`src/hw/rtl/cba_pkg.sv`:
```
// Package for the caching block allocator: opcodes, sizes, controller commands.
// No dependencies.
package cba_pkg;
   localparam int SlotCountDefault  = 1024;
   localparam int CacheDepthDefault = 64;
   localparam int HandleBitsDefault = 48;
   localparam int SlotW             = 10;
   localparam int SizeW             = 32;
   localparam int HandleW           = 48;

   typedef enum logic [1:0] {
      OP_REQ_SLOT = 2'd0,
      OP_ALLOC    = 2'd1,
      OP_REALLOC  = 2'd2,
      OP_RELEASE  = 2'd3
   } op_type;

   // controller -> datapath
   typedef struct packed {
      logic capture;   // latch input item, read slot capacity
      logic search;    // find first fit, commit result, load result register
   } cmd_type;
endpackage

```
`src/hw/rtl/cba_ctrl.sv`:
```
// Controller: accept, search/commit, hold result until taken.
// Depends on cba_pkg.
module cba_ctrl import cba_pkg::*; (
   input  logic    clock,
   input  logic    reset,
   input  logic    in_valid,
   output logic    in_ready,
   output logic    out_valid,
   input  logic    out_ready,
   output cmd_type cmd
);
   typedef enum logic [2:0] {
      S_IDLE   = 3'b001,
      S_SEARCH = 3'b010,
      S_OUT    = 3'b100
   } state_type;
   state_type state_ff, state_in;

   always_comb begin
      state_in    = state_ff;
      cmd         = '0;
      in_ready    = 1'b0;
      out_valid   = 1'b0;
      unique case (state_ff)
         S_IDLE: begin
            in_ready = 1'b1;
            if (in_valid) begin
               cmd.capture = 1'b1;
               state_in    = S_SEARCH;
            end
         end
         S_SEARCH: begin
            cmd.search  = 1'b1;
            state_in    = S_OUT;
         end
         S_OUT: begin
            out_valid = 1'b1;
            in_ready  = out_ready;
            if (out_ready) begin
               if (in_valid) begin
                  cmd.capture = 1'b1;
                  state_in    = S_SEARCH;
               end else state_in = S_IDLE;
            end
         end
         default: state_in = S_IDLE;
      endcase
   end
   always_ff @(posedge clock) begin
      if (reset) state_ff <= S_IDLE;
      else       state_ff <= state_in;
   end

   assert property (@(posedge clock) disable iff (reset) cmd.capture |=> state_ff == S_SEARCH)
      else $error("capture without search");
   assert property (@(posedge clock) disable iff (reset) state_ff == S_SEARCH |=> out_valid)
      else $error("search without result");
   assert property (@(posedge clock) disable iff (reset) !(cmd.capture && cmd.search))
      else $error("capture and search together");
endmodule

```
`config.mk`:
```
export PLATFORM = sky130hd
export DESIGN_NAME = cba_ctrl
export DESIGN_NICKNAME = d
export VERILOG_FILES = /design/src/hw/rtl/cba_pkg.sv /design/src/hw/rtl/cba_ctrl.sv
export SDC_FILE = /design/constraint.sdc
export NUM_CORES = 1
export LEC_CHECK = 0
export ABC_CLOCK_PERIOD_IN_PS = 2100
export BUFFER_PORTS_ARGS = -buffer_cell sky130_fd_sc_hd__buf_2
export CORE_AREA = 3 3 40 42
export CTS_BUF_LIST = sky130_fd_sc_hd__clkbuf_4 sky130_fd_sc_hd__clkbuf_8 sky130_fd_sc_hd__clkbuf_16
export DETAILED_ROUTE_END_ITERATION = 12
export DIE_AREA = 0 0 43 45
export PLACE_DENSITY = 0.39
export SLEW_MARGIN = 20
export SYNTH_ARGS = -nofsm -noshare
export SYNTH_HDL_FRONTEND = slang
export SYNTH_SLANG_ARGS = --single-unit
```
`constraint.sdc`:
```
create_clock -name clock -period 2.1 [get_ports clock]
set_input_delay 0.21 -clock clock [delete_from_list [all_inputs] [get_ports clock]]
set_output_delay 0.21 -clock clock [all_outputs]
set_load 0.05 [all_outputs]
```
==> flow_summary.json <==
{
  "run_status": "finished clean",
  "totalWireLength_um": 392,
  "combinational_family_with_the_most_area_after_synthesis": "simple AND/OR/NAND/NOR gates",
  "rsz0062_at_grt": "no",
  "routed_via_density": 3.62,
  "worst_skew_ns": 0.000129,
  "area_growth_pct": 46.9,
  "io_buffer_count": 7,
  "clock-root-buffer": "sky130_fd_sc_hd__clkbuf_4",
  "min_path_type": "input port to flop",
  "criticalPathCategory": "flop to output pin",
  "crit_path_start": "state_ff[0]",
  "grt_util_all_layers_pct": 5.58,
  "setup_viol": 0,
  "ios": 8,
  "die-width_um": 43,
  "cts_max_level": 1,
  "cp.arrival_ns": 1.47,
  "cts_made_buffers": 3,
  "reg2reg_depth": 2,
  "nNetsFinal": 35,
  "num_antenna_cells": 0,
  "cell_count_after_synthesis": 19,
  "remaining_number_of_nets_flagged_by_the_antenna_check_after_routing": 0,
  "synth-compound-area-share_pct": 8.39,
  "largest_net_degree_at_the_start_of_global_routing": 7,
  "route.detailed.wl_per_inst_um": 8.71,
  "cts_max_path_buffers": 2,
  "drive_above_1_share_pct": 50.0,
  "power.density_mw_per_mm2": 838,
  "worstSetupEndpointType": "output pin",
  "die-area_mm2": 0.00194,
  "syn_nets": 23,
  "layout_commonest_cell": "sky130_fd_sc_hd__buf_2",
  "yosysSeqAreaShare_pct": 33.6,
  "finalWorstPathRequiredPeriod_ns": 1.68,
  "drt-initial-drc-count": 1,
  "synth_seq_cells": 3,
  "globalRoute.totalOverflow": 0,
  "core_region_area_mm2": 0.00128,
  "vias": 163,
  "syn_avg_cell_area_um2": 9.42,
  "r2r_setup_slack_ns": 1.05,
  "post_route_drc": 0,
  "max_cap_viol_count": 0,
  "vdd_drop_max_uv": 151,
  "cts-hold-fix-buffers": 0,
  "clk-insertion-delay-late_ns": 0.23,
  "synth.yosys.warnings": 0,
  "slew_viol_final": 0,
  "hold_viol_final": 0,
  "largest_register_ffs": 3,
  "reg.largest.list": "state_ff: 3 flops",
  "worstSetupEndpoint": "cmd[1]",
  "grt_first_pass_wirelength_um": 731,
  "placement_rows": 13,
  "timing.slew.headroom_pct": 83.3,
  "syn-cell-area_um2": 179,
  "post_layout_nonfiller_instances": 45,
  "detailedRoute.firstPassIterationCount": 2,
  "place.detailed.hpwl_um": 298,
  "tritoncts": "built",
  "cts_setup_buffers": 0,
  "setup-tns-final_ns": 0,
  "worst-path-max-fanout": 6,
  "die-height_um": 45,
  "grt_antenna_before_repair": 0,
  "regToRegStartpoint": "state_ff[0]",
  "fin_crit_sh_pct": 80.2,
  "max_flop_register": "state_ff",
  "leakagePower_nw": 0.112,
  "initial_core_util_pct": 13.9,
  "transition_time_of_the_tightest_slew_check_pin_ns": 0.252,
  "routability_congestion_estimate_from_global_placement": 0.624,
  "setup.worst_path.start_class": "flop",
  "dpl.cell_count": 41,
  "critical_path_required_ns": 1.89,
  "clk_pin_slew_worst_paths_ns": 0.04,
  "fmaxAchievable_ghz": 0.594,
  "most_used_cells_in_the_layout_excluding_fill_and_tap_cells": "sky130_fd_sc_hd__buf_2, sky130_fd_sc_hd__clkbuf_4, sky130_fd_sc_hd__nor2_1, sky130_fd_sc_hd__dfxtp_1",
  "nFillCells": 149,
  "synth_fa_ha_area_share_pct": 0,
  "post_synth_xor_area_fraction_pct": 0,
  "multiplexer_share_of_the_synthesized_area_pct": 8.39,
  "synthDistinctLibCells": 15,
  "numClockSinks": 3,
  "synth-simple-area-share_pct": 47.6,
  "cts-resized-gates": 0,
  "number_of_global_route_vias_before_repair": 195,
  "worstReg2RegEnd": "state_ff[1]"
}
routing by layer:
metal	GRT usage, %	vias to the layer above	share of wire (%)
met5	0	-	0
met4	7.23	0	0
met3	2.39	0	9.4
met2	7.19	7	41
met1	6.02	67	49
li1	-	89	-
cell families after synthesis:
kind of cell,after synthesis
AND/OR/NAND/NOR,12
flip-flops,3
AO/OA/AOI/OAI,2
multiplexers,1
buffers and inverters,1
worst min path at each step:
stage / start / to / depth (start not counted)
2_1_floorplan: reset / state_ff[2] / 1
5_1_grt: reset / state_ff[2] / 2
6_report: reset / state_ff[2] / 2
4_1_cts: reset / state_ff[2] / 2
3_3_place_gp: reset / state_ff[2] / 2
3_5_place_dp: reset / state_ff[2] / 2
Yosys cell counts (all sizes together):
| master | number | area (µm²) |
|---|---|---|
| mux2 | 1 | 15.0 |
| nor2b | 1 | 6.26 |
| nor3 | 2 | 15.0 |
| nand2 | 1 | 3.75 |
| nor2 | 3 | 11.3 |
| nor3b | 1 | 7.51 |
| or2b | 1 | 7.51 |
| and4bb | 1 | 12.5 |
| nor4b | 1 | 15.0 |
| o21a | 1 | 7.51 |
| inv | 1 | 3.75 |
| o31ai | 1 | 7.51 |
| nand2b | 1 | 6.26 |
| dfxtp | 3 | 60.1 |
stage by stage:
stage | area (µm²) | hold slack, ns | worst slack (ns) | util, % | power [mW]
final | 263 | 0.194 | 0.416 | 20.4 | 0.220
after global routing | 263 | 0.193 | 0.322 | 20.4 | 0.235
after CTS | 263 | 0.187 | 0.394 | 20.4 | 0.227
after detailed placement | 233 | 0.435 | 0.661 | 18.1 | 0.109
after global placement | 233 | 0.436 | 0.670 | 18.1 | 0.109
after floorplan | 179 | 0.281 | 0.00142 | - | 0.0970
area by class of cell:
cell class,instances,area [µm²],share of cell area [%]
multi-input cells,15,115,43.8
flip-flops and latches,3,60.1,22.9
repair buffers,7,35.0,13.3
clock buffers,4,30.0,11.4
well taps,15,18.8,7.14
inverters,1,3.75,1.43
power by group:
part | switching [mW] | internal (mW) | leakage (nW) | total, mW
sequential | 0.00475 | 0.0604 | 0.0246 | 0.0651
combinational | 0.0271 | 0.0151 | 0.0690 | 0.0422
clock | 0.0289 | 0.0840 | 0.0184 | 0.113
worst max-delay path, stage by stage, from the launching register on:
cell and delay, ns:
sky130_fd_sc_hd__dfxtp_1 0.43, sky130_fd_sc_hd__mux2_4 0.34, sky130_fd_sc_hd__nor3b_1 0.18, sky130_fd_sc_hd__buf_2 0.29
(Power assumes the default switching activity.)
